## config.mk

```make
export PLATFORM = sky130hd
export DESIGN_NAME = mae_front
export DESIGN_NICKNAME = d
export VERILOG_FILES = /design/src/hdl/moving_average_edge_modes_macros.svh /design/src/hdl/mae_pkg.sv /design/src/hdl/mae_front.sv
export SDC_FILE = /design/constraint.sdc
export NUM_CORES = 1
export LEC_CHECK = 0
export ABC_AREA = 0
export BUFFER_PORTS_ARGS = -buffer_cell sky130_fd_sc_hd__buf_2
export CORE_UTILIZATION = 30
export DETAILED_ROUTE_END_ITERATION = 7
export PLACE_DENSITY = 0.56
export SLEW_MARGIN = 20
export SYNTH_ARGS = -nofsm -noshare
export SYNTH_HDL_FRONTEND = slang
export SYNTH_SLANG_ARGS = --single-unit
```

## constraint.sdc

```tcl
create_clock -name clk_i -period 7.8 [get_ports clk_i]
set_input_delay 2.34 -clock clk_i [delete_from_list [all_inputs] [get_ports clk_i]]
set_output_delay 2.34 -clock clk_i [all_outputs]
set_load 0.1 [all_outputs]
```

## src/hdl/moving_average_edge_modes_macros.svh

```systemverilog
// ----------------------------------------------------------------------------
// moving_average_edge_modes_macros.svh
// Assertion macros shared by the moving average block. The macros expand to
// nothing when SYNTHESIS is defined.
// ----------------------------------------------------------------------------
`ifndef MOVING_AVERAGE_EDGE_MODES_MACROS_SVH
`define MOVING_AVERAGE_EDGE_MODES_MACROS_SVH
`ifndef SYNTHESIS
// property that must hold in every cycle outside reset
`define MAE_ASSERT(lbl, prop, msg) \
  lbl: assert property (@(posedge clk_i) disable iff (!rst_ni) (prop)) else $error(msg);
// condition in one cycle implies a consequence in the next
`define MAE_ASSERT_NEXT(lbl, ante, cons, msg) \
  lbl: assert property (@(posedge clk_i) disable iff (!rst_ni) (ante) |=> (cons)) \
    else $error(msg);
`else
`define MAE_ASSERT(lbl, prop, msg)
`define MAE_ASSERT_NEXT(lbl, ante, cons, msg)
`endif
`endif

```

## src/hdl/mae_pkg.sv

```systemverilog
// ----------------------------------------------------------------------------
// mae_pkg
// Widths, codes and shared types of the moving average block.
// ----------------------------------------------------------------------------
`timescale 1ns / 1ps

package mae_pkg;

  localparam int MAX_WINDOW  = 1024;
  localparam int PTR_W       = (MAX_WINDOW > 1) ? $clog2(MAX_WINDOW) : 1;
  localparam int WIN_W       = $clog2(MAX_WINDOW + 1);
  localparam int SAMPLE_W    = 32;
  localparam int TIME_W      = 64;
  localparam int DATA_W      = SAMPLE_W + TIME_W;  // already whole bytes
  localparam int SUM_W       = 64;
  localparam int PROD_W      = WIN_W + 1 + SAMPLE_W;
  localparam int QUO_W       = SAMPLE_W + 1;
  localparam int CNT_W       = $clog2(QUO_W);
  localparam int QUEUE_DEPTH = 2;

  // configuration port
  localparam int CFG_W      = 32;
  localparam int ADDR_W     = 3;
  localparam int CFG_WIN_W  = 11;
  localparam int CFG_MODE_W = 2;
  localparam logic [CFG_WIN_W-1:0] WINDOW_RESET = CFG_WIN_W'(5);

  typedef enum logic [0:0] {
    REG_WINDOW    = 1'b0,
    REG_EDGE_MODE = 1'b1
  } reg_idx_e;

  typedef enum logic [CFG_MODE_W-1:0] {
    EM_TRUNC     = 2'd0,
    EM_PAD_FIRST = 2'd1,
    EM_PAD_ZERO  = 2'd2
  } edge_mode_e;

  typedef enum logic [2:0] {
    ST_IDLE,
    ST_READ,
    ST_ACC,
    ST_PAD,
    ST_TOT,
    ST_DIV
  } back_state_e;

  typedef enum logic [1:0] {
    DV_IDLE,
    DV_ABS,
    DV_INIT,
    DV_ITER
  } div_state_e;

  // classified item handed from the front to the back
  typedef struct packed {
    logic signed [SAMPLE_W-1:0] value;
    logic [TIME_W-1:0]          stamp;
    logic                       start;
    logic [WIN_W-1:0]           win;
    edge_mode_e                 mode;
  } token_t;

  typedef struct packed {
    logic              start;
    logic [SUM_W-1:0]  dividend;
    logic [WIN_W-1:0]  divisor;
  } div_req_t;

  typedef struct packed {
    logic busy;
    logic done;
  } div_status_t;

endpackage

```

## src/hdl/mae_front.sv

```systemverilog
// ----------------------------------------------------------------------------
// mae_front
// Accepts input items, attaches the effective window and edge mode, and
// buffers them in a short queue for the back end.
// ----------------------------------------------------------------------------
`timescale 1ns / 1ps

module mae_front import mae_pkg::*; (
  input  logic                       clk_i,
  input  logic                       rst_ni,
  input  logic                       s_valid_i,
  output logic                       s_ready_o,
  input  logic signed [SAMPLE_W-1:0] s_value_i,
  input  logic [TIME_W-1:0]          s_time_i,
  input  logic                       s_start_i,
  input  logic [CFG_WIN_W-1:0]       cfg_window_i,
  input  logic [CFG_MODE_W-1:0]      cfg_mode_i,
  output logic                       tok_valid_o,
  input  logic                       tok_pop_i,
  output token_t                     tok_o
);

  localparam int QPTR_W = (QUEUE_DEPTH > 1) ? $clog2(QUEUE_DEPTH) : 1;
  localparam int QCNT_W = $clog2(QUEUE_DEPTH + 1);

  function automatic logic [WIN_W-1:0] eff_window(input logic [CFG_WIN_W-1:0] len);
    if (len == '0) return WIN_W'(1);
    if (int'(len) > MAX_WINDOW) return WIN_W'(MAX_WINDOW);
    return WIN_W'(len);
  endfunction

  edge_mode_e        mode_cls;
  token_t            tok_in;
  token_t            slot_q [QUEUE_DEPTH];
  logic [QPTR_W-1:0] wr_ptr_q, wr_ptr_d;
  logic [QPTR_W-1:0] rd_ptr_q, rd_ptr_d;
  logic [QCNT_W-1:0] count_q, count_d;
  logic              push, pop;

  // unused mode code falls back to truncate
  always_comb begin
    unique case (cfg_mode_i)
      EM_PAD_FIRST: mode_cls = EM_PAD_FIRST;
      EM_PAD_ZERO:  mode_cls = EM_PAD_ZERO;
      default:      mode_cls = EM_TRUNC;
    endcase
  end

  always_comb begin
    tok_in.value = s_value_i;
    tok_in.stamp = s_time_i;
    tok_in.start = s_start_i;
    tok_in.win   = eff_window(cfg_window_i);
    tok_in.mode  = mode_cls;
  end

  assign s_ready_o   = (count_q != QCNT_W'(QUEUE_DEPTH));
  assign tok_valid_o = (count_q != '0);
  assign push        = s_valid_i && s_ready_o;
  assign pop         = tok_pop_i && tok_valid_o;
  assign tok_o       = slot_q[rd_ptr_q];

  always_comb begin
    wr_ptr_d = wr_ptr_q;
    rd_ptr_d = rd_ptr_q;
    count_d  = count_q;
    if (push) begin
      wr_ptr_d = (wr_ptr_q == QPTR_W'(QUEUE_DEPTH - 1)) ? '0 : wr_ptr_q + 1'b1;
    end
    if (pop) begin
      rd_ptr_d = (rd_ptr_q == QPTR_W'(QUEUE_DEPTH - 1)) ? '0 : rd_ptr_q + 1'b1;
    end
    if (push && !pop) begin
      count_d = count_q + 1'b1;
    end else if (pop && !push) begin
      count_d = count_q - 1'b1;
    end
  end

  always_ff @(posedge clk_i or negedge rst_ni) begin
    if (!rst_ni) begin
      wr_ptr_q <= '0;
      rd_ptr_q <= '0;
      count_q  <= '0;
    end else begin
      wr_ptr_q <= wr_ptr_d;
      rd_ptr_q <= rd_ptr_d;
      count_q  <= count_d;
    end
  end

  always_ff @(posedge clk_i) begin
    if (push) begin
      slot_q[wr_ptr_q] <= tok_in;
    end
  end

endmodule

```

==> results.ini <==
[die]
chipWidth_um=168
die_y_um=168
coreArea_um2=27000
rows=60
start_util=0.306
pin_count=226
die-area_um2=28200

[clock_network]
cts_setup_buffers=0
clock-sinks=224
cts_resized=0
clk_path_buf_depth=3
clk_latency_ns=0.51
cts-root-buf=clkbuf_16
cts_tree=yes
cts-htree-levels=1
clk_pin_slew_worst_paths_ns=0.06
cts_hold_buf=0
cts_made_buffers=24

[synthesis]
netlist_area_um2=8270
ys_seq_elements=224
seq_area_frac_synth=0.811
syn_nets=494
yosys_warnings=0
netlist-cell-type-count=19
netlist_instances=379
syn_area_per_cell_um2=21.8

[finish]
final_layout_size_suffix_gt1_frac=0.592
multi_input_area_um2=1440
syn_to_final_growth_pct=27.4
num-fill-cells=2506
ff_latch_area_um2=6710
final_util=0.390
final_area_um2=10500
fin_nets=735

[detailed_routing]
drt_pre_antenna_iters=4
route.detailed.drc=0
postRouteAntennaNets=0
wl_per_cell_um=16.5
dr.first_iter.drc_count=185
num_vias=4213
vias_per_cell=4.30
wirelength_um=16100

[timing]
drv_slew=0
clock_skew_ns=0.00996
fin_tns_setup_ns=0
tightest_slew_ns=1.03
relSlewSlack=0.314
period_needed_ns=5.27
max_freq_ghz=0.190
setup_slack_ns=2.53
hold_viol=0
rsz0062_at_grt=false
fin_crit_sh=0.676
setup_viol=0

[critical_path]
end_kind=output port
cp_max_fo=73
crit_type=reg -> out
cp.required_ns=5.46
cp-start-kind=register
arrival_ns=2.93

[worst_hold_path]
hold_class=reg -> reg

[global_routing]
grt_usage=0.111
grt_overflow=0
grt_pass1_wl_um=24400
antenna_found_initial=1
grt_max_degree=74
grt_pass1_vias=4462

[placement]
hpwlAfterDp_um=10400
dp_slack_ns=2.97
post_dp_cell_area_um2=9740
port_buffers=225
gp_congestion=0.680

[outcome]
outcome=finished clean

[job]
cap_viol_max_count=0

## area by class of cell
| class | instances | share of cell area |
|---|---|---|
| antenna | 1 | 0.000238 |
| multi-input combinational | 139 | 0.136 |
| clock buffer | 32 | 0.0647 |
| inverter | 2 | 0.000713 |
| clock inverter | 12 | 0.0105 |
| timing repair buffer | 229 | 0.110 |
| tap | 341 | 0.0405 |
| sequential | 224 | 0.637 |
## worst paths after layout
path	slack, ns	end	cells after the start	start
hold / removal	0.51	count_q[1]	1	count_q[1]
hold reg to reg	0.51	count_q[1]	1	count_q[1]
setup reg to reg	5.30	slot_q[1][96]	3	count_q[0]
min in group asynchronous	1.63	count_q[1]	1	rst_ni
max in group asynchronous	6.03	rd_ptr_q	1	rst_ni
setup / recovery	2.53	tok_o[25]	3	rd_ptr_q
## worst max-delay path, cell delays in order, from the launching register on
cell	delay (ns)
dfrtp_4	1.08
buf_4	0.59
mux2_2	0.41
buf_2	0.30
## flip-flops by register name (all words and copies together) (netlist names)
signal and cells:
count_q 2, rd_ptr_q 1, slot_q 220, wr_ptr_q 1
## metrics by stage
stage	hold WS, ns	std cells
2_1_floorplan	0.456	379
3_5_place_dp	0.496	935
4_1_cts	0.509	979
3_3_place_gp	0.476	935
6_report	0.506	980
5_1_grt	0.532	980
## synthesized netlist by cell type, drive strengths merged
cell type,number,area [um2]
and3,1,6.26
buf,12,123
clkbuf,2,7.51
dfrtp,4,100
edfxtp,220,6610
ha,1,12.5
inv,2,7.51
mux2,110,1240
nand2,2,7.51
nand2b,1,6.26
nand3,1,5.00
nor2,3,11.3
nor2b,11,68.8
nor4,2,12.5
o21ai,1,5.00
or2,1,6.26
xnor2,3,26.3
xor2,2,17.5
## routing by layer
metal / track usage / wire (um)
met1: 0.129 / 6550
met2: 0.193 / 7960
met3: 0.0346 / 1170
met4: 0.0379 / 462
met5: 0 / 0
## cell usage in the layout (no fill, tap or decap), types with 2 or more instances in the layout
cell type	instances
clkinv_2	3
dfrtp_1	3
bufinv_16	2
nand2_1	2
buf_2	225
nor2_1	2
nor4_1	2
edfxtp_1	220
mux2_2	110
clkbuf_16	25
buf_4	4
xnor2_1	3
xor2_1	2
nor2b_1	11
clkbuf_1	4
clkbuf_8	3
inv_1	2
clkinv_1	5
## cells by family (layout without fill, tap and decap cells)
logic type	Yosys count	after routing	share of synthesized area
flops	224	224	0.811
xor+xnor	5	5	0.00530
simple gates	22	22	0.0150
compound gates	1	1	0.000605
fa+ha+maj	1	1	0.00151
buf+inv	16	275	0.0166
other cells	0	1	0
mux	110	110	0.150
Power is not shown: default switching activity piles up to over one toggle a cycle in this logic, so the estimate is an artifact.
