$ cat src/hdl/moving_average_edge_modes_macros.svh
// ----------------------------------------------------------------------------
// moving_average_edge_modes_macros.svh
// Assertion macros shared by the moving average block. The macros expand to
// nothing when SYNTHESIS is defined.
// ----------------------------------------------------------------------------
`ifndef MOVING_AVERAGE_EDGE_MODES_MACROS_SVH
`define MOVING_AVERAGE_EDGE_MODES_MACROS_SVH
`ifndef SYNTHESIS
// property that must hold in every cycle outside reset
`define MAE_ASSERT(lbl, prop, msg) \
  lbl: assert property (@(posedge clk_i) disable iff (!rst_ni) (prop)) else $error(msg);
// condition in one cycle implies a consequence in the next
`define MAE_ASSERT_NEXT(lbl, ante, cons, msg) \
  lbl: assert property (@(posedge clk_i) disable iff (!rst_ni) (ante) |=> (cons)) \
    else $error(msg);
`else
`define MAE_ASSERT(lbl, prop, msg)
`define MAE_ASSERT_NEXT(lbl, ante, cons, msg)
`endif
`endif

$ cat src/hdl/mae_pkg.sv
// ----------------------------------------------------------------------------
// mae_pkg
// Widths, codes and shared types of the moving average block.
// ----------------------------------------------------------------------------
`timescale 1ns / 1ps

package mae_pkg;

  localparam int MAX_WINDOW  = 1024;
  localparam int PTR_W       = (MAX_WINDOW > 1) ? $clog2(MAX_WINDOW) : 1;
  localparam int WIN_W       = $clog2(MAX_WINDOW + 1);
  localparam int SAMPLE_W    = 32;
  localparam int TIME_W      = 64;
  localparam int DATA_W      = SAMPLE_W + TIME_W;  // already whole bytes
  localparam int SUM_W       = 64;
  localparam int PROD_W      = WIN_W + 1 + SAMPLE_W;
  localparam int QUO_W       = SAMPLE_W + 1;
  localparam int CNT_W       = $clog2(QUO_W);
  localparam int QUEUE_DEPTH = 2;

  // configuration port
  localparam int CFG_W      = 32;
  localparam int ADDR_W     = 3;
  localparam int CFG_WIN_W  = 11;
  localparam int CFG_MODE_W = 2;
  localparam logic [CFG_WIN_W-1:0] WINDOW_RESET = CFG_WIN_W'(5);

  typedef enum logic [0:0] {
    REG_WINDOW    = 1'b0,
    REG_EDGE_MODE = 1'b1
  } reg_idx_e;

  typedef enum logic [CFG_MODE_W-1:0] {
    EM_TRUNC     = 2'd0,
    EM_PAD_FIRST = 2'd1,
    EM_PAD_ZERO  = 2'd2
  } edge_mode_e;

  typedef enum logic [2:0] {
    ST_IDLE,
    ST_READ,
    ST_ACC,
    ST_PAD,
    ST_TOT,
    ST_DIV
  } back_state_e;

  typedef enum logic [1:0] {
    DV_IDLE,
    DV_ABS,
    DV_INIT,
    DV_ITER
  } div_state_e;

  // classified item handed from the front to the back
  typedef struct packed {
    logic signed [SAMPLE_W-1:0] value;
    logic [TIME_W-1:0]          stamp;
    logic                       start;
    logic [WIN_W-1:0]           win;
    edge_mode_e                 mode;
  } token_t;

  typedef struct packed {
    logic              start;
    logic [SUM_W-1:0]  dividend;
    logic [WIN_W-1:0]  divisor;
  } div_req_t;

  typedef struct packed {
    logic busy;
    logic done;
  } div_status_t;

endpackage

$ cat src/hdl/mae_div.sv
// ----------------------------------------------------------------------------
// mae_div
// Sequential signed divider: 64-bit sum by window length, truncated toward
// zero and saturated to the sample range, one quotient bit per cycle.
// ----------------------------------------------------------------------------
`timescale 1ns / 1ps

module mae_div import mae_pkg::*; (
  input  logic                       clk_i,
  input  logic                       rst_ni,
  input  div_req_t                   req_i,
  output div_status_t                stat_o,
  output logic signed [SAMPLE_W-1:0] quot_o
);

  localparam logic [QUO_W-1:0] NEG_LIMIT = QUO_W'(1) << (SAMPLE_W - 1);
  localparam logic [QUO_W-1:0] POS_LIMIT = NEG_LIMIT - 1'b1;

  div_state_e       state_q, state_d;
  logic [SUM_W-1:0] mag_q;
  logic             neg_q;
  logic             sat_q;
  logic [WIN_W-1:0] dvs_q;
  logic [WIN_W-1:0] rem_q;
  logic [QUO_W-1:0] dq_q;
  logic [CNT_W-1:0] cnt_q;
  logic             done_q;
  logic             last;
  logic [WIN_W:0]   trial;
  logic [WIN_W:0]   trial_sub;
  logic             ge;

  assign last      = (cnt_q == CNT_W'(QUO_W - 1));
  assign trial     = {rem_q, dq_q[QUO_W-1]};
  assign trial_sub = trial - {1'b0, dvs_q};
  assign ge        = (trial >= {1'b0, dvs_q});

  always_comb begin
    state_d = state_q;
    unique case (state_q)
      DV_IDLE: if (req_i.start) state_d = DV_ABS;
      DV_ABS:  state_d = DV_INIT;
      DV_INIT: state_d = DV_ITER;
      DV_ITER: if (last) state_d = DV_IDLE;
      default: state_d = DV_IDLE;
    endcase
  end

  always_comb begin
    stat_o.busy = (state_q != DV_IDLE);
    stat_o.done = done_q;
  end

  always_ff @(posedge clk_i or negedge rst_ni) begin
    if (!rst_ni) begin
      state_q <= DV_IDLE;
      done_q  <= 1'b0;
    end else begin
      state_q <= state_d;
      if (state_q == DV_IDLE && req_i.start) begin
        done_q <= 1'b0;
      end else if (state_q == DV_ITER && last) begin
        done_q <= 1'b1;
      end
    end
  end

  always_ff @(posedge clk_i) begin
    case (state_q)
      DV_IDLE: begin
        if (req_i.start) begin
          mag_q <= req_i.dividend;
          neg_q <= req_i.dividend[SUM_W-1];
          dvs_q <= req_i.divisor;
        end
      end
      DV_ABS: begin
        if (neg_q) mag_q <= -mag_q;
      end
      DV_INIT: begin
        // high part at or above the divisor means the quotient overflows
        sat_q <= (mag_q[SUM_W-1:QUO_W] >= (SUM_W - QUO_W)'(dvs_q));
        rem_q <= mag_q[QUO_W+WIN_W-1:QUO_W];
        dq_q  <= mag_q[QUO_W-1:0];
        cnt_q <= '0;
      end
      DV_ITER: begin
        rem_q <= ge ? trial_sub[WIN_W-1:0] : trial[WIN_W-1:0];
        dq_q  <= {dq_q[QUO_W-2:0], ge};
        cnt_q <= cnt_q + 1'b1;
      end
      default: ;
    endcase
  end

  always_comb begin
    if (neg_q) begin
      if (sat_q || dq_q > NEG_LIMIT) quot_o = NEG_LIMIT[SAMPLE_W-1:0];
      else                           quot_o = -dq_q[SAMPLE_W-1:0];
    end else begin
      if (sat_q || dq_q > POS_LIMIT) quot_o = POS_LIMIT[SAMPLE_W-1:0];
      else                           quot_o = dq_q[SAMPLE_W-1:0];
    end
  end

endmodule

$ cat config.mk
export PLATFORM = sky130hd
export DESIGN_NAME = mae_div
export DESIGN_NICKNAME = d
export VERILOG_FILES = /design/src/hdl/moving_average_edge_modes_macros.svh /design/src/hdl/mae_pkg.sv /design/src/hdl/mae_div.sv
export SDC_FILE = /design/constraint.sdc
export NUM_CORES = 1
export LEC_CHECK = 0
export ABC_AREA = 0
export BUFFER_PORTS_ARGS = -buffer_cell sky130_fd_sc_hd__buf_2
export CAP_MARGIN = 20
export CORE_MARGIN = 5
export CORE_UTILIZATION = 64
export CTS_CLUSTER_DIAMETER = 40
export DETAILED_ROUTE_END_ITERATION = 6
export GPL_ROUTABILITY_DRIVEN = 0
export PLACE_DENSITY = 0.93
export SYNTH_ARGS = -nofsm -noshare
export SYNTH_HDL_FRONTEND = slang
export SYNTH_SLANG_ARGS = --single-unit
$ cat constraint.sdc
create_clock -name clk_i -period 11.5 [get_ports clk_i]
set_clock_uncertainty 0.2 [all_clocks]
set_input_delay 1.725 -clock clk_i [delete_from_list [all_inputs] [get_ports clk_i]]
set_output_delay 1.725 -clock clk_i [all_outputs]
set_load 0.05 [all_outputs]
==> flow_metrics.py <==
metrics = {
    "sta": {
        "relSlewSlack": 0.297,
        "fin_crit_ns": 6.12,
        "setup_viol": 0,
        "finalMaxSlewViolations": 0,
        "fmax_mhz": 163,
        "period_share": 0.532,
        "finalHoldViolCount": 0,
        "final.setup.tns_ns": 0,
        "worst_pin_slew_ns": 1.05,
        "rsz0062_at_grt": "no",
    },
    "yosys": {
        "yosysSeqAreaShare": 0.440,
        "synth_edf_count": 127,
        "synth.area.top_cells": "edfxtp_1 43%, mux2_2 12%, ha_1 4.5%, xor2_1 4.2%, nor2_1 3.0%",
        "synth_most_common_cell": "edfxtp_1",
        "syn_area_um2": 8850,
        "synthTopCellsByCount": "127 x edfxtp_1, 93 x mux2_2, 70 x nor2_1, 55 x nand2_1, 44 x nor3_1",
        "yosys_register_bits": 130,
        "synthArstFlopShare": 0.0231,
        "yosysTopAreaCell": "edfxtp_1",
        "synth.top_cell.area_share": 0.431,
        "synth_cell_types": 64,
        "yosysWarnings": 0,
        "syn_area_per_cell_um2": 10.6,
        "syn_nets": 948,
        "syn_inst": 837,
        "synthFlopType": "edfxtp_1",
    },
    "floorplanning": {
        "fp.dieW_um": 128,
        "rows": 43,
        "fp.dieH_um": 128,
        "start_util": 0.645,
        "core_area_um2": 13700,
        "dieArea_um2": 16300,
        "num_io_pins": 112,
    },
    "route": {
        "viasPerCell": 6.66,
        "drt_iter0_drc": 1107,
        "wl_mm": 22.7,
        "drc_errors": 0,
        "dr.pass1.iters": 7,
        "vias": 7507,
        "ant_nets": 0,
        "wl_per_cell_um": 20.1,
    },
    "placement": {
        "port_buffers": 111,
        "placed_area_um2": 9550,
        "dp_cells": 1098,
        "place_hpwl_mm": 15.8,
    },
    "global_routing": {
        "grt_max_degree": 66,
        "grt_pass1_vias": 7037,
        "gr-total-overflow": 0,
        "grt_usage": 0.278,
        "antenna_found_initial": 1,
        "grt_pass1_wl_mm": 35.9,
    },
    "power": {
        "pwr_density_cell_nw_per_um2": 305,
        "ir_drop_uv": 163,
        "p_leak_nw": 3.51,
    },
    "finish": {
        "register_area_um2": 3890,
        "nets": 1048,
        "fin_cells": 1128,
        "fill_cells": 903,
        "area_growth_syn_to_layout_pct": 13.5,
        "antennaDiodeCount": 0,
        "drive_gt1_frac": 0.264,
        "multi_input_area_um2": 4710,
        "fin_area_um2": 10000,
    },
    "worst_hold_path": {
        "whs_path_depth": 2,
        "min_to": "done_q",
        "holdCritPathClass": "reg -> reg",
        "min_from": "done_q",
    },
    "clocking": {
        "cts_buffer_depth": 2,
        "htree_levels": 4,
        "cts_inserted_buffers": 17,
        "cts.repair.resized": 0,
        "clock_sinks": 130,
        "worstSkewPairLatency_ns": 0.42,
        "ctsHoldBuffers": 0,
        "cts_tree": "done",
        "cts_root_buf": "clkbuf_16",
        "clkTransAtPathRegs_ns": 0.06,
        "post_cts_buffers": 0,
    },
    "worst_setup_path": {
        "worstSetupEndpointType": "output port",
        "required_ns": 9.58,
        "crit_fanout": 14,
        "reg2regPathDepth": 6,
        "cp_data_arrival_time_ns": 4.20,
        "regToRegSetupSlack_ns": 7.89,
        "startpoint_type": "flip-flop",
        "path_class": "reg -> out",
        "timing.rr.start": "mag_q[10]",
        "r2r_end": "mag_q[62]",
    },
    "run": {
        "max-cap-violations": 0,
    },
    "run_status": {
        "status": "complete, no violations",
    },
}
==> state kept, by name, summed over array words and instances, names as in the netlist <==
signal	cells
cnt_q	6
sat_q	1
dq_q	33
done_q	1
mag_q	64
state_q	2
dvs_q	11
neg_q	1
rem_q	11
==> critical path: stages, from the launching register on <==
cell	delay [ns]
edfxtp_1	0.53
inv_1	0.11
ha_1	0.20
or3b_2	0.50
nor4_1	0.56
a41oi_1	0.52
buf_4	0.37
o311ai_0	0.60
buf_2	0.38
==> worst max path at each step <==
stage                             to  slack [ns]     from
final                     quot_o[10]        5.38  dq_q[0]
after floorplan           quot_o[27]        5.57  dq_q[0]
after detailed placement  quot_o[10]        6.12  dq_q[0]
after global placement     quot_o[5]        6.20  dq_q[0]
after CTS                 quot_o[10]        5.51  dq_q[0]
after global routing       quot_o[6]        5.25  dq_q[0]
==> cell type report <==
| class | instances | share of cell area |
|---|---|---|
| inverter | 27 | 0.0101 |
| timing repair buffer | 119 | 0.0626 |
| sequential | 130 | 0.387 |
| clock inverter | 11 | 0.00486 |
| clock buffer | 19 | 0.0431 |
| tap | 180 | 0.0224 |
| multi-input combinational | 642 | 0.469 |
==> cells by family after synthesis <==
logic type	count (synthesis)	synth area share
simple gates	314	0.194
compound gates	130	0.0987
flops	130	0.440
mux	95	0.121
xor+xnor	70	0.0693
buf+inv	65	0.0297
fa+ha+maj	33	0.0475
==> placed cells by master (no fill, tap or decap), types with 3 or more instances in the layout <==
cell,instances
o211ai_1,14
buf_2,111
clkinv_2,3
o311ai_0,17
dfrtp_1,3
xnor2_1,28
o21a_1,5
a31oi_1,18
nor4_1,24
and2_1,4
nand4b_1,7
nand4_1,14
nor2b_1,9
nor3_1,44
o31a_1,4
ha_1,30
nor3b_1,3
clkinv_1,7
or4_1,7
inv_1,27
a21o_1,3
a21oi_1,18
o21ai_0,32
nand2b_1,10
nand3b_1,4
buf_4,7
mux2_2,93
nor2_1,70
xor2_1,42
nand3_1,15
edfxtp_1,127
nand2_1,55
or3_1,26
clkbuf_16,17
==> where the power goes <==
group | internal (mW) | switching (mW) | total (mW)
logic | 0.552 | 0.817 | 1.37
clock network | 0.265 | 0.192 | 0.457
registers | 0.918 | 0.320 | 1.24
total | 1.74 | 1.33 | 3.06
==> layer usage <==
metal,up-vias,share of wire,global-route usage
met2,498,0.46,0.420
met3,87,0.10,0.0661
met5,-,0.00031,0
met1,3530,0.40,0.386
li1,3390,-,-
met4,2,0.036,0.118
==> metrics by stage <==
stage          setup slack (ns)  utilization  hold WS, ns  power [mW]
2_1_floorplan              5.57            -        0.264        2.20
3_3_place_gp               6.20        0.694        0.307        2.48
3_5_place_dp               6.12        0.696        0.311        2.56
4_1_cts                    5.51        0.732        0.325        3.04
5_1_grt                    5.25        0.732        0.353        3.23
6_report                   5.38        0.732        0.311        3.06
No activity file was read; power rests on OpenSTA's default activity.
